[config.mk]
export PLATFORM = sky130hd
export DESIGN_NAME = bitmap_run_allocator
export DESIGN_NICKNAME = d
export VERILOG_FILES = /design/src/bra_pkg.sv /design/src/bitmap_run_allocator.sv /design/src/bra_store.sv
export VERILOG_INCLUDE_DIRS = /design/src /design/src/src
export SDC_FILE = /design/constraint.sdc
export NUM_CORES = 1
export LEC_CHECK = 0
export BUFFER_PORTS_ARGS = -buffer_cell sky130_fd_sc_hd__buf_2
export CAP_MARGIN = 20
export CORE_MARGIN = 3
export CORE_UTILIZATION = 50
export DETAILED_ROUTE_END_ITERATION = 12
export PLACE_DENSITY = 0.73
export SETUP_SLACK_MARGIN = 0.2
export SLEW_MARGIN = 20
export SYNTH_ARGS = -nofsm -noshare
export SYNTH_HDL_FRONTEND = slang
export SYNTH_SLANG_ARGS = --single-unit
[constraint.sdc]
create_clock -name clock -period 5.2 [get_ports clock]
set_input_delay 1.3 -clock clock [delete_from_list [all_inputs] [get_ports clock]]
set_output_delay 1.3 -clock clock [all_outputs]
set_load 0.02 [all_outputs]
[src/bitmap_run_allocator_defines.svh]
// Assertion macros for the bitmap run allocator
`ifndef BITMAP_RUN_ALLOCATOR_DEFINES_SVH
`define BITMAP_RUN_ALLOCATOR_DEFINES_SVH

// immediate implication checked every cycle outside reset
`define BRA_ASSERT_IMP(label, clk, rst, cond, prop) \
   label: assert property (@(posedge clk) disable iff (rst) (cond) |-> (prop)) \
      else $error("%m: label failed");

// next-cycle implication checked outside reset
`define BRA_ASSERT_NEXT(label, clk, rst, cond, prop) \
   label: assert property (@(posedge clk) disable iff (rst) (cond) |=> (prop)) \
      else $error("%m: label failed");

`endif

[src/bra_pkg.sv]
package bra_pkg;

   localparam int MaxBits   = 1024;
   localparam int WordBits  = 32;
   localparam int Words     = (MaxBits + WordBits - 1) / WordBits;
   localparam int AddrW     = $clog2(Words);
   localparam int BitW      = $clog2(WordBits);
   localparam int PosW      = 11;
   localparam int CntW      = 11;

   typedef enum logic [2:0] {
      KIND_WRITE   = 3'd0,
      KIND_FLIP    = 3'd1,
      KIND_TEST    = 3'd2,
      KIND_COUNT   = 3'd3,
      KIND_CONTAIN = 3'd4,
      KIND_SCAN    = 3'd5,
      KIND_SCANFLP = 3'd6,
      KIND_BAD     = 3'd7
   } kind_type;

   typedef struct packed {
      logic [2:0]      kind;
      logic [PosW-1:0] position;
      logic [PosW-1:0] length;
      logic            bit_value;
   } req_type;

   typedef struct packed {
      logic [CntW-1:0] number;
      logic            truth;
      logic            fault;
   } rsp_type;

   typedef enum logic [3:0] {
      ST_IDLE,
      ST_CLEAR,
      ST_DECODE,    // bounds checks on the captured request
      ST_RD,        // issue read of the word holding the current bit
      ST_WAIT,      // read data returns, bit processed and, for writes and flips, written back
      ST_FLIP_RD,   // second pass for scan-and-flip
      ST_FLIP_WAIT
   } state_type;

   // memory port bundle between controller and store
   typedef struct packed {
      logic             re;
      logic             we;
      logic [AddrW-1:0] addr;
      logic [WordBits-1:0] wdata;
   } mem_cmd_type;

endpackage

[src/bitmap_run_allocator.sv]
// Channel   | Ports                         | Handshake
// request   | req_payload                   | start & !busy
// response  | rsp_payload                   | rsp_valid, one cycle
// config    | csr_we, csr_wdata             | csr_we
// Reset is synchronous; after it a clearing pass writes all 32 store words while busy
// is high. Each request passes through a decode state; faults, zero lengths, oversized
// scans and scans with no bits left respond from there. Each walked bit passes through
// a read state and a wait state in which it is processed and, for writes and flips,
// written back. Scans walk from position to the end of the run or the size in use;
// scan-and-flip then rewrites the run bit by bit. The receiver cannot stall.
module bitmap_run_allocator (
   input  logic                           clock,
   input  logic                           reset,
   input  logic                           start,
   output logic                           busy,
   input  bra_pkg::req_type               req_payload,
   output logic                           rsp_valid,
   output bra_pkg::rsp_type               rsp_payload,
   input  logic                           csr_we,
   input  logic [10:0]                    csr_wdata
);
   import bra_pkg::*;
   `include "bitmap_run_allocator_defines.svh"

   state_type           state_ff, state_in;
   req_type             req_ff, req_in;
   logic [10:0]         size_ff, size_in;
   logic [PosW:0]       idx_ff, idx_in;       // bit being walked
   logic [CntW:0]       cnt_ff, cnt_in;       // bits done, or run length in a scan
   logic [CntW-1:0]     acc_ff, acc_in;       // matching bits so far
   logic [PosW-1:0]     found_ff, found_in;   // start of the run found
   logic                valid_ff, valid_in;
   rsp_type             rsp_ff, rsp_in;
   mem_cmd_type         cmd;
   logic [WordBits-1:0] rdata;
   logic [10:0]         usize;
   logic [PosW:0]       endp;
   logic                rng_ok;
   logic [BitW-1:0]     boff;
   logic                rbit, match;
   logic [CntW:0]       cnt_next;
   logic [PosW:0]       run_start;
   logic                dec_done;
   rsp_type             dec_rsp;
   logic                step_last, step_flip, step_we, step_wbit;
   rsp_type             step_rsp;
   logic [WordBits-1:0] wmod;

   bra_store u_store (.clock(clock), .cmd(cmd), .rdata(rdata));

   assign usize     = (size_ff > 11'(MaxBits)) ? 11'(MaxBits) : size_ff;
   assign endp      = {1'b0, req_ff.position} + {1'b0, req_ff.length};
   assign rng_ok    = (req_ff.position <= usize) && (endp <= {1'b0, usize});
   assign boff      = idx_ff[BitW-1:0];
   assign rbit      = rdata[boff];
   assign match     = (rbit == req_ff.bit_value);
   assign cnt_next  = cnt_ff + 1'b1;
   assign run_start = idx_ff + 1'b1 - {1'b0, req_ff.length};

   // registers
   always_ff @(posedge clock) begin
      if (reset) begin
         state_ff <= ST_CLEAR;
         size_ff  <= 11'(MaxBits);
         valid_ff <= 1'b0;
         idx_ff   <= '0;
         req_ff   <= '0;
         cnt_ff   <= '0;
         acc_ff   <= '0;
         found_ff <= '0;
         rsp_ff   <= '0;
      end else begin
         state_ff <= state_in;
         size_ff  <= size_in;
         valid_ff <= valid_in;
         idx_ff   <= idx_in;
         req_ff   <= req_in;
         cnt_ff   <= cnt_in;
         acc_ff   <= acc_in;
         found_ff <= found_in;
         rsp_ff   <= rsp_in;
      end
   end

   // decode: requests answered without touching the store
   always_comb begin
      dec_done = 1'b0;
      dec_rsp  = '0;
      unique case (kind_type'(req_ff.kind))
         KIND_WRITE, KIND_COUNT, KIND_CONTAIN: begin
            priority if (!rng_ok) begin
               dec_rsp.fault = 1'b1;
               dec_done      = 1'b1;
            end else if (req_ff.length == '0) begin
               dec_done = 1'b1;
            end else begin
               dec_done = 1'b0;
            end
         end
         KIND_FLIP, KIND_TEST: begin
            if (req_ff.position >= usize) begin
               dec_rsp.fault = 1'b1;
               dec_done      = 1'b1;
            end
         end
         KIND_SCAN, KIND_SCANFLP: begin
            priority if (req_ff.position > usize) begin
               dec_rsp.fault = 1'b1;
               dec_done      = 1'b1;
            end else if (req_ff.length > usize) begin
               dec_done = 1'b1;
            end else if (req_ff.length == '0) begin
               dec_rsp.number = req_ff.position;
               dec_rsp.truth  = 1'b1;
               dec_done       = 1'b1;
            end else if (req_ff.position >= usize) begin
               // no bits left to scan
               dec_done = 1'b1;
            end else begin
               dec_done = 1'b0;
            end
         end
         default: begin
            dec_rsp.fault = 1'b1;
            dec_done      = 1'b1;
         end
      endcase
   end

   // per-bit step once the word is back from the store
   always_comb begin
      step_last = 1'b0;
      step_flip = 1'b0;
      step_we   = 1'b0;
      step_wbit = rbit;
      step_rsp  = '0;
      if (state_ff == ST_FLIP_WAIT) begin
         // rewrite one bit of the run found
         step_we         = 1'b1;
         step_wbit       = ~req_ff.bit_value;
         step_last       = (cnt_next == {1'b0, req_ff.length});
         step_rsp.number = found_ff;
         step_rsp.truth  = 1'b1;
      end else begin
         unique case (kind_type'(req_ff.kind))
            KIND_WRITE: begin
               step_we   = 1'b1;
               step_wbit = req_ff.bit_value;
               step_last = (cnt_next == {1'b0, req_ff.length});
            end
            KIND_FLIP: begin
               step_we   = 1'b1;
               step_wbit = ~rbit;
               step_last = 1'b1;
            end
            KIND_TEST: begin
               step_rsp.truth = rbit;
               step_last      = 1'b1;
            end
            KIND_COUNT, KIND_CONTAIN: begin
               step_last = (cnt_next == {1'b0, req_ff.length});
               if (req_ff.kind == KIND_COUNT)
                  step_rsp.number = acc_ff + CntW'(match);
               else
                  step_rsp.truth = (acc_ff != '0) || match;
            end
            KIND_SCAN, KIND_SCANFLP: begin
               priority if (match && (cnt_next == {1'b0, req_ff.length})) begin
                  step_rsp.number = run_start[PosW-1:0];
                  step_rsp.truth  = 1'b1;
                  if (req_ff.kind == KIND_SCANFLP) step_flip = 1'b1;
                  else step_last = 1'b1;
               end else if ((idx_ff + 1'b1) >= {1'b0, usize}) begin
                  // end of bitmap, no run
                  step_last = 1'b1;
               end else begin
                  step_last = 1'b0;
               end
            end
            default: ;
         endcase
      end
   end

   // write-back word
   always_comb begin
      wmod       = rdata;
      wmod[boff] = step_wbit;
   end

   // next state
   always_comb begin
      state_in = state_ff;
      unique case (state_ff)
         ST_CLEAR:     if (idx_ff == (PosW+1)'(Words-1)) state_in = ST_IDLE;
         ST_IDLE:      if (start) state_in = ST_DECODE;
         ST_DECODE:    state_in = dec_done ? ST_IDLE : ST_RD;
         ST_RD:        state_in = ST_WAIT;
         ST_WAIT: begin
            priority if (step_last) state_in = ST_IDLE;
            else if (step_flip)     state_in = ST_FLIP_RD;
            else                    state_in = ST_RD;
         end
         ST_FLIP_RD:   state_in = ST_FLIP_WAIT;
         ST_FLIP_WAIT: state_in = step_last ? ST_IDLE : ST_FLIP_RD;
         default:      state_in = ST_IDLE;
      endcase
   end

   // datapath and outputs
   always_comb begin
      req_in   = req_ff;
      size_in  = csr_we ? csr_wdata : size_ff;
      idx_in   = idx_ff;
      cnt_in   = cnt_ff;
      acc_in   = acc_ff;
      found_in = found_ff;
      rsp_in   = rsp_ff;
      valid_in = 1'b0;
      cmd      = '0;
      busy     = (state_ff != ST_IDLE);
      unique case (state_ff)
         ST_CLEAR: begin
            cmd.we   = 1'b1;
            cmd.addr = idx_ff[AddrW-1:0];
            idx_in   = idx_ff + 1'b1;
         end
         ST_IDLE: begin
            if (start) begin
               req_in   = req_payload;
               idx_in   = {1'b0, req_payload.position};
               cnt_in   = '0;
               acc_in   = '0;
               found_in = '0;
            end
         end
         ST_DECODE: begin
            if (dec_done) begin
               rsp_in   = dec_rsp;
               valid_in = 1'b1;
            end
         end
         ST_RD, ST_FLIP_RD: begin
            cmd.re   = 1'b1;
            cmd.addr = idx_ff[BitW+AddrW-1:BitW];
         end
         ST_WAIT, ST_FLIP_WAIT: begin
            cmd.addr  = idx_ff[BitW+AddrW-1:BitW];
            cmd.we    = step_we;
            cmd.wdata = wmod;
            // scans track the current run length, others the bits done
            if (state_ff == ST_WAIT &&
                (req_ff.kind == KIND_SCAN || req_ff.kind == KIND_SCANFLP))
               cnt_in = match ? cnt_next : '0;
            else
               cnt_in = cnt_next;
            acc_in = acc_ff + CntW'(match);
            idx_in = idx_ff + 1'b1;
            if (step_flip) begin
               found_in = run_start[PosW-1:0];
               idx_in   = run_start;
               cnt_in   = '0;
            end
            if (step_last) begin
               rsp_in   = step_rsp;
               valid_in = 1'b1;
            end
         end
         default: ;
      endcase
   end

   assign rsp_valid   = valid_ff;
   assign rsp_payload = rsp_ff;

   `BRA_ASSERT_IMP(a_no_start_busy, clock, reset, rsp_valid, state_ff == ST_IDLE)
   `BRA_ASSERT_NEXT(a_resp_one, clock, reset, rsp_valid, !rsp_valid)
   `BRA_ASSERT_IMP(a_fault_clean, clock, reset, rsp_valid && rsp_payload.fault,
                   rsp_payload.number == '0 && !rsp_payload.truth)
   `BRA_ASSERT_IMP(a_walk_range, clock, reset, state_ff == ST_WAIT || state_ff == ST_FLIP_WAIT,
                   idx_ff < (PosW+1)'(usize))
endmodule

[src/bra_store.sv]
module bra_store (
   input  logic                 clock,
   input  bra_pkg::mem_cmd_type cmd,
   output logic [bra_pkg::WordBits-1:0] rdata
);
   import bra_pkg::*;

   logic [WordBits-1:0] mem [Words];

   // single-port synchronous RAM, registered read
   always_ff @(posedge clock) begin
      if (cmd.we) mem[cmd.addr] <= cmd.wdata;
      if (cmd.re) rdata <= mem[cmd.addr];
   end
endmodule
==> out/qor_table.md, run 1 <==
| Item | Reported | Unit |
|:---|:---|:---|
| Worst path cell trace | ha_1 -> inv_1 -> fa_1 -> nor2b_1 -> o21ai_0 -> a21oi_1 -> o21ai_0 -> a21boi_0 -> o21a_1 -> o21a_1 -> nor2_1 -> ha_1 -> nand4_1 -> nor2_1 -> and3_1 -> a311oi_1 -> o31a_1 -> a211o_1 -> o211ai_4 -> mux2_2 | - |
| Post-synthesis instance total | 3484 | - |
| Sequential share of the synthesized area | 68.8 | % |
| TritonRoute pass-1 iters | 8 | - |
| Total setup violations reported at the end of the flow | 0 | - |
| WP buf/inv | 1 | - |
| Yosys warning count | 0 | - |
| Per-instance average area after synthesis | 14.1 | um2 |
| Area Growth Syn to Fin | 12.9 | % |
| Mean routed wirelength per cell | 27.5 | um |
| Multiplexer area fraction after synthesis | 7.35 | % |
| Root buffer cell | sky130_fd_sc_hd__clkbuf_16 | - |
| I/O pin count | 56 | - |
| Register clock-pin slew on the reported worst setup and hold paths | 0.06 | ns |
| Summed instance area of the synthesized netlist | 0.0490 | mm2 |
| CP Capture Type | flip-flop | - |
| Worst clock skew | 0.0898 | ns |
| Count of buffers added by post-CTS timing repair for setup | 0 | - |
| Horizontal die dimension | 319 | um |
| Critical path's top delay family | compound AO/OA/AOI/OAI gates | - |
| Sink of the worst hold path | found_ff[5] | - |
| Crit Reg-Reg Endpoint | rsp_payload[12] | - |
| Leading register cell type out of synthesis | sky130_fd_sc_hd__edfxtp_1 | - |
| Number of cells on the worst reg-to-reg path | 20 | - |
| Maxcap violations | 0 | - |
| CP startpoint kind | flip-flop | - |
| Run status | completed | - |
| Worst vdd rail ir drop | 0.328 | mV |
| Global placer's final weighted congestion | 0.952 | - |
| Max stage delay cell, worst path | sky130_fd_sc_hd__dfxtp_1 | - |
| GRT Resource Usage Total | 26.3 | % |
| Fraction of the core area covered by cells at the end of the flow | 57.1 | % |
| Unique masters post-synth | 82 | - |
| Kind of path behind the tightest hold check | flip-flop to flip-flop | - |
| Asr flop ratio synth | 0 | % |
| Simple-Gate Fraction of Synth Area | 11.1 | % |
| Post-synth EDFFs | 1056 | - |
| XOR/XNOR Fraction of Synth Area | 0.909 | % |
| Reg2reg setup slack | 0.58 | ns |
| Largest net degree at the start of global routing | 143 | - |
| Worst hold start | found_ff[5] | - |
| Number of global-route vias before repair | 30200 | - |
| Worst path required time | 5.75 | ns |
| Clock tree buffer depth | 3 | - |
| Clock tree sinks | 1156 | - |
| Cell area power density | 350 | mW/mm2 |
| Signal arrival time at the worst endpoint | 5.16 | ns |
| Residual DRC count | 0 | - |
| Synthesized-area fraction occupied by ao, oa, aoi and oai cells | 7.80 | % |
| Final period util | 88.8 | % |
| Min-Delay Path Depth | 2 | - |
| Number of antenna-violating nets in the routed design | 0 | - |
| Vertical die dimension | 319 | um |
| Reg2Reg Launch Point | req_ff[1] | - |
| Highest fanout seen on the critical path | 14 | - |
| Total of flip-flops plus latches after synthesis | 1156 | - |
| Worst-skew pair later-pin latency | 0.74 | ns |
| Standard cell area after detailed placement | 0.0517 | mm2 |
| # H-tree levels | 3 | - |
| Final max-slew violation count | 0 | - |
| Site Rows | 114 | - |
| Count of fill cells added during filler insertion | 7336 | - |
| Number of clock buffers inserted by TritonCTS | 112 | - |
| Vias | 31800 | - |
| Adder-cell share of the synthesized area | 1.94 | % |
| Leakage power summed over all cells | 0.0176 | uW |
| Final standard cell area without fillers | 0.0553 | mm2 |
| HPWL after detailed placement | 76.7 | mm |
| Accumulated negative setup slack | 0 | ns |
| Number of nets in the final layout | 3686 | - |
| Final Hold Fails | 0 | - |
| Wire length of the first global-routing pass | 200 | mm |
| Initial antenna violation count | 0 | - |
| RSZ-0062 raised after global routing | no | - |
| Port Buffer Count | 55 | - |
| Highest achievable clock rate | 217 | MHz |
| Effective utilization at floorplan | 50.5 | % |
| Max-slew headroom | 25.6 | % |
| Largest family of logic cells by synthesized area | simple AND/OR/NAND/NOR gates | - |
| Placeable Area | 0.0970 | mm2 |
| Share of post-route cells with drive strength above 1 | 16.0 | % |
| Clock period minus worst slack | 4.62 | ns |
| Total length of routed wires | 136 | mm |
| Grt ovf | 0 | - |
| Largest stage delay, worst path | 0.45 | ns |
| Worst slew pin tran | 1.11 | ns |
| Hold-fix buffer count after cts | 0 | - |
| Drt initial violations | 4286 | - |
| Synthesized netlist net count | 3600 | - |
| Crit path kind | flip-flop to flip-flop | - |
| CTS tree | done | - |
| Die Footprint | 0.102 | mm2 |
| Final antenna diode count | 0 | - |
| Detail-routed via count per cell | 6.43 | - |
[synthesized netlist by cell type, drive strengths merged (27+ instances only)]
cell type  count  area [um2]
dfxtp        100        2000
a311oi       110         987
inv           41         154
mux4         132        2970
nand3        102         510
buf           62         300
a21oi        112         561
xnor2         27         236
a22oi         54         405
nand2        706        2660
ha            73         913
clkbuf       158         593
edfxtp      1056       31700
nand4         44         275
o21ai         95         475
nor2         129         484
and3         124         776
mux2i         46         460
[cell type report]
class | instances | area [um2] | area share (%)
tap | 1276 | 1600 | 2.88
multi-input combinational | 2067 | 14700 | 26.6
clock inverter | 71 | 669 | 1.21
timing repair buffer | 192 | 1590 | 2.87
sequential | 1156 | 33700 | 60.9
inverter | 41 | 154 | 0.278
clock buffer | 137 | 2930 | 5.29
[layout by cell type, fill, tap and decap left out, types with 93 or more instances in the layout]
master,count
sky130_fd_sc_hd__o21ai_0,93
sky130_fd_sc_hd__and3_1,124
sky130_fd_sc_hd__mux4_2,132
sky130_fd_sc_hd__nand3_1,102
sky130_fd_sc_hd__nand2_1,705
sky130_fd_sc_hd__buf_4,115
sky130_fd_sc_hd__a311oi_1,108
sky130_fd_sc_hd__clkbuf_16,113
sky130_fd_sc_hd__dfxtp_1,97
sky130_fd_sc_hd__edfxtp_1,1056
[state kept, by name, indices dropped and copies added (netlist names), 11 cells and up]
name and count:
cnt_ff 12, found_ff 11, acc_ff 11, size_ff 11
idx_ff 12, req_ff 26, u_store.rdata 32, rsp_payload 13
u_store.mem 1024
[worst max-delay path by stage]
stage               startpoint               to  slack, ns  cells after the start
floorplan            idx_ff[2]  rsp_payload[12]       1.17                     18
global placement     idx_ff[3]  rsp_payload[12]       0.71                     16
detailed placement   idx_ff[4]  rsp_payload[12]       0.53                     16
CTS                  idx_ff[3]  rsp_payload[12]       0.48                     16
global route         req_ff[1]   rsp_payload[4]       0.27                     20
finish               req_ff[1]  rsp_payload[12]       0.58                     20
[report_power, final]
| part | switching (uW) | internal (uW) | leakage (uW) | total [uW] |
|---|---|---|---|---|
| registers | 32.3 | 10100 | 0.00878 | 10200 |
| logic | 826 | 456 | 0.00709 | 1280 |
| clock network | 3510 | 4420 | 0.00174 | 7940 |
[cell families after synthesis]
family / Yosys count
buffers and inverters: 261
AND/OR/NAND/NOR: 1212
flip-flops: 1156
XOR/XNOR: 50
multiplexers: 191
adder cells (fa/ha/maj): 75
AO/OA/AOI/OAI: 539
[timing repair]
item / CTS / global route
resized for setup: 0 / 5
endpoints found under the hold margin: 0 / 0
setup endpoints to repair: 0 / 2
[routing by layer]
metal,global-route usage [%],vias up,wire (um)
met5,0,-,0
li1,-,13600,-
met3,4.87,399,14100
met2,40.8,1944,63200
met4,11.9,0,6810
met1,36.4,15800,51800
[worst reg2reg max path, delay by kind of cell (launching register included)]
kind	cells	cell delay [ns]
simple gates	5	0.60
compound gates	10	2.05
fa+ha+maj	3	0.95
buf+inv	1	0.07
mux	1	0.41
flops	1	0.45
[metrics by stage]
step | std cells | power, uW | hold WS (ns) | worst slack (ns)
after global routing | 4940 | 19900 | 0.486 | 0.272
final | 4940 | 19400 | 0.466 | 0.584
after global placement | 4731 | 11600 | 0.452 | 0.712
after floorplan | 3484 | 11200 | 0.443 | 1.17
after detailed placement | 4731 | 11600 | 0.458 | 0.534
after CTS | 4939 | 19500 | 0.466 | 0.479
Note: power is estimated with default switching activity, not from simulation.
==> run 2: changes to the inputs <==
- CTS_BUF_LIST: not set -> sky130_fd_sc_hd__clkbuf_4 sky130_fd_sc_hd__clkbuf_8
- TNS_END_PERCENT: not set -> 5
==> run 2 against run 1 <==
  * Critical path depth did not move
  * Wire length fell by 2.2%
  * Clock skew shrank 0.022 ns
  * Register-to-register slack gained 0.04 ns
  * Sequential share of layout area up 0.14 points
  * Combinational power hardly changed
  * Power fell by 2.5%
  * Global-route usage shrank 0.54 points
  * Clock power shrank 6.0%
  * Via count grew 0.24%
  * Sequential cell count unchanged
  * Critical endpoint unchanged
  * Highest routed layer unchanged
==> out/qor_table.md, run 2 (synthesis results as in run 1) <==
| Item | Reported | Unit | vs previous |
|:---|:---|:---|:---|
| Run status | completed | - |  |
| Detail-routed via count per cell | 6.32 | - | -1.7% |
| Largest registers | u_store.mem x1024, u_store.rdata x32, req_ff x26 | - |  |
| Total length of routed wires | 133 | mm | -2.2% |
| Max reg flops | 1024 | - | unchanged |
| Share of post-route cells with drive strength above 1 | 18.9 | % | +2.9 points |
| Site Rows | 114 | - | unchanged |
| Total setup violations reported at the end of the flow | 0 | - | unchanged |
| Standard cell area after detailed placement | 0.0517 | mm2 | unchanged |
| Clock period minus worst slack | 4.58 | ns | -0.0376 ns |
| Worst path required time | 5.95 | ns | +0.20 ns |
| Hold-fix buffer count after cts | 0 | - | unchanged |
| Root buffer cell | sky130_fd_sc_hd__clkbuf_8 | - |  |
| Clock power share | 39.5 | % | -1.4 points |
| Die Footprint | 0.102 | mm2 | unchanged |
| Drt initial violations | 4384 | - | +2.3% |
| Number of clock buffers inserted by TritonCTS | 178 | - | +59% |
| Highest fanout seen on the critical path | 14 | - | unchanged |
| Largest register by flop count | u_store.mem | - |  |
| Top library cells by usage in the layout, fill and taps aside | sky130_fd_sc_hd__edfxtp_1, sky130_fd_sc_hd__nand2_1, sky130_fd_sc_hd__clkbuf_8 | - |  |
| Net switching power figure | 4420 | uW | +1.1% |
| RSZ-0062 raised after global routing | no | - |  |
| CP startpoint kind | flip-flop | - |  |
| Final Hold Fails | 0 | - | unchanged |
| Most frequent standard cell in the layout excluding fill and tap cells | sky130_fd_sc_hd__edfxtp_1 | - |  |
| HPWL after detailed placement | 76.7 | mm | unchanged |
| Effective utilization at floorplan | 50.5 | % | unchanged |
| Final max-slew violation count | 0 | - | unchanged |
| Final standard cell area without fillers | 0.0552 | mm2 | -0.22% |
| Kind of path behind the tightest hold check | flip-flop to flip-flop | - |  |
| Seq pwr share | 53.8 | % | +1.4 points |
| Internal power component | 14500 | uW | -3.6% |
| Global placer's final weighted congestion | 0.952 | - | unchanged |
| Clock tree buffer depth | 3 | - | unchanged |
| Vertical die dimension | 319 | um | unchanged |
| Highest achievable clock rate | 218 | MHz | +0.82% |
| Final period util | 88.0 | % | -0.72 points |
| Cell area power density | 342 | mW/mm2 | -2.3% |
| Residual DRC count | 0 | - | unchanged |
| Worst-skew pair later-pin latency | 0.88 | ns | +0.14 ns |
| Port Buffer Count | 55 | - | unchanged |
| Worst clock skew | 0.0674 | ns | -0.0224 ns |
| Max-slew headroom | 23.2 | % | -2.5 points |
| Crit path kind | flip-flop to flip-flop | - |  |
| Number of global-route vias before repair | 30100 | - | -0.42% |
| Horizontal die dimension | 319 | um | unchanged |
| Initial antenna violation count | 1 | - | +1 |
| Leakage power summed over all cells | 0.0177 | uW | +0.47% |
| Mean routed wirelength per cell | 26.4 | um | -4.1% |
| Area Growth Syn to Fin | 12.6 | % |  |
| Vias | 31900 | - | +0.24% |
| CTS tree | done | - |  |
| Grt ovf | 0 | - | unchanged |
| GRT Resource Usage Total | 25.7 | % | -0.54 points |
| Switching part of the total | 23.4 | % | +0.83 points |
| I/O pin count | 56 | - | unchanged |
| Total power consumption of the routed design | 18900 | uW | -2.5% |
| Placeable Area | 0.0970 | mm2 | unchanged |
| Maxcap violations | 0 | - | unchanged |
| Accumulated negative setup slack | 0 | ns | unchanged |
| Clock tree sinks | 1156 | - | unchanged |
| Count of fill cells added during filler insertion | 7484 | - | +2.0% |
| Register clock-pin slew on the reported worst setup and hold paths | 0.06 | ns | about the same |
| # H-tree levels | 4 | - | +1 |
| Worst slew pin tran | 1.15 | ns | +0.0368 ns |
| TritonRoute pass-1 iters | 6 | - | -2 |
| Number of nets in the final layout | 3751 | - | +1.8% |
| Signal arrival time at the worst endpoint | 5.33 | ns | +0.17 ns |
| Wire length of the first global-routing pass | 196 | mm | -1.9% |
| Largest net degree at the start of global routing | 143 | - | unchanged |
| Logic gate share of total power | 6.7 | % | about the same |
| Worst vdd rail ir drop | 0.288 | mV | -12% |
| Number of antenna-violating nets in the routed design | 0 | - | unchanged |
| CP Capture Type | flip-flop | - |  |
[run 2: cell types whose count changed in the layout (fill, tap and decap cells not counted), moves of 4 or more]
cell,before,now
sky130_fd_sc_hd__clkbuf_8,1,181
sky130_fd_sc_hd__clkbuf_16,113,0
sky130_fd_sc_hd__clkbuf_4,0,69
sky130_fd_sc_hd__clkbuf_1,23,0
sky130_fd_sc_hd__clkinv_2,17,9
sky130_fd_sc_hd__bufinv_16,8,2
sky130_fd_sc_hd__inv_12,0,5
sky130_fd_sc_hd__clkinv_1,33,29
[run 2: critical path: stages, from the launching register on]
cell                       delay (ns)
sky130_fd_sc_hd__dfxtp_1         0.45
sky130_fd_sc_hd__ha_1            0.25
sky130_fd_sc_hd__inv_1           0.07
sky130_fd_sc_hd__fa_1            0.40
sky130_fd_sc_hd__nor2b_1         0.12
sky130_fd_sc_hd__o21ai_0         0.11
sky130_fd_sc_hd__a21oi_1         0.20
sky130_fd_sc_hd__o21ai_0         0.12
sky130_fd_sc_hd__a21boi_0        0.25
sky130_fd_sc_hd__o21a_1          0.20
sky130_fd_sc_hd__o21a_1          0.14
sky130_fd_sc_hd__nor2_1          0.05
sky130_fd_sc_hd__ha_1            0.29
sky130_fd_sc_hd__nand4_1         0.10
sky130_fd_sc_hd__nor2_1          0.13
sky130_fd_sc_hd__and3_1          0.17
sky130_fd_sc_hd__a311oi_1        0.06
sky130_fd_sc_hd__o31a_1          0.33
sky130_fd_sc_hd__a211o_1         0.34
sky130_fd_sc_hd__o211ai_4        0.29
sky130_fd_sc_hd__mux2_2          0.40
[run 2: layer usage]
| layer | vias up | part of all wire, % | track usage (%) |
|---|---|---|---|
| met5 | - | 0 | 0 |
| met4 | 0 | 3.8 | 10.6 |
| met3 | 327 | 11 | 5.81 |
| met2 | 1944 | 46 | 39.4 |
| met1 | 15800 | 39 | 35.9 |
| li1 | 13700 | - | - |
[run 2: worst paths after layout]
| check | endpoint | slack (ns) | cells after the start | from |
|---|---|---|---|---|
| hold reg to reg | rsp_payload[0] | 0.47 | 2 | rsp_payload[0] |
| setup reg to reg | rsp_payload[12] | 0.62 | 20 | req_ff[1] |
| hold / removal | rsp_payload[0] | 0.47 | 2 | rsp_payload[0] |
| setup / recovery | rsp_payload[12] | 0.62 | 20 | req_ff[1] |
[run 2: what timing repair did]
action | CTS | global route
buffers inserted | 0 | 0
endpoints found under the setup margin | 0 | 2
hold endpoints to repair | 0 | 0
gates resized for setup | 0 | 5
[run 2: stage by stage]
step,instances,hold slack [ns],worst slack [ns],utilization [%]
floorplan,3484,0.443,1.17,-
finish,5038,0.468,0.622,56.9
CTS,5037,0.466,0.491,56.9
detailed placement,4731,0.458,0.534,53.3
global placement,4731,0.452,0.712,53.3
global route,5038,0.487,0.298,56.9
[run 2: power by group through the flow]
stage,Sequential (uW),Clock [uW],Combinational (uW)
6_report,10200,7460,1260
2_1_floorplan,10300,0,837
3_5_place_dp,10400,0,1250
5_1_grt,10200,7990,1360
3_3_place_gp,10400,0,1230
4_1_cts,10200,7590,1250
[run 2: cell type report]
class / instances / area, um2 / share of cell area [%]
clock buffers: 250 / 3010 / 5.45
repair buffers: 191 / 1560 / 2.82
clock inverters: 56 / 489 / 0.886
well taps: 1276 / 1600 / 2.89
diodes: 1 / 2.50 / 0.00453
multi-input cells: 2067 / 14700 / 26.6
inverters: 41 / 154 / 0.279
flip-flops and latches: 1156 / 33700 / 61.1
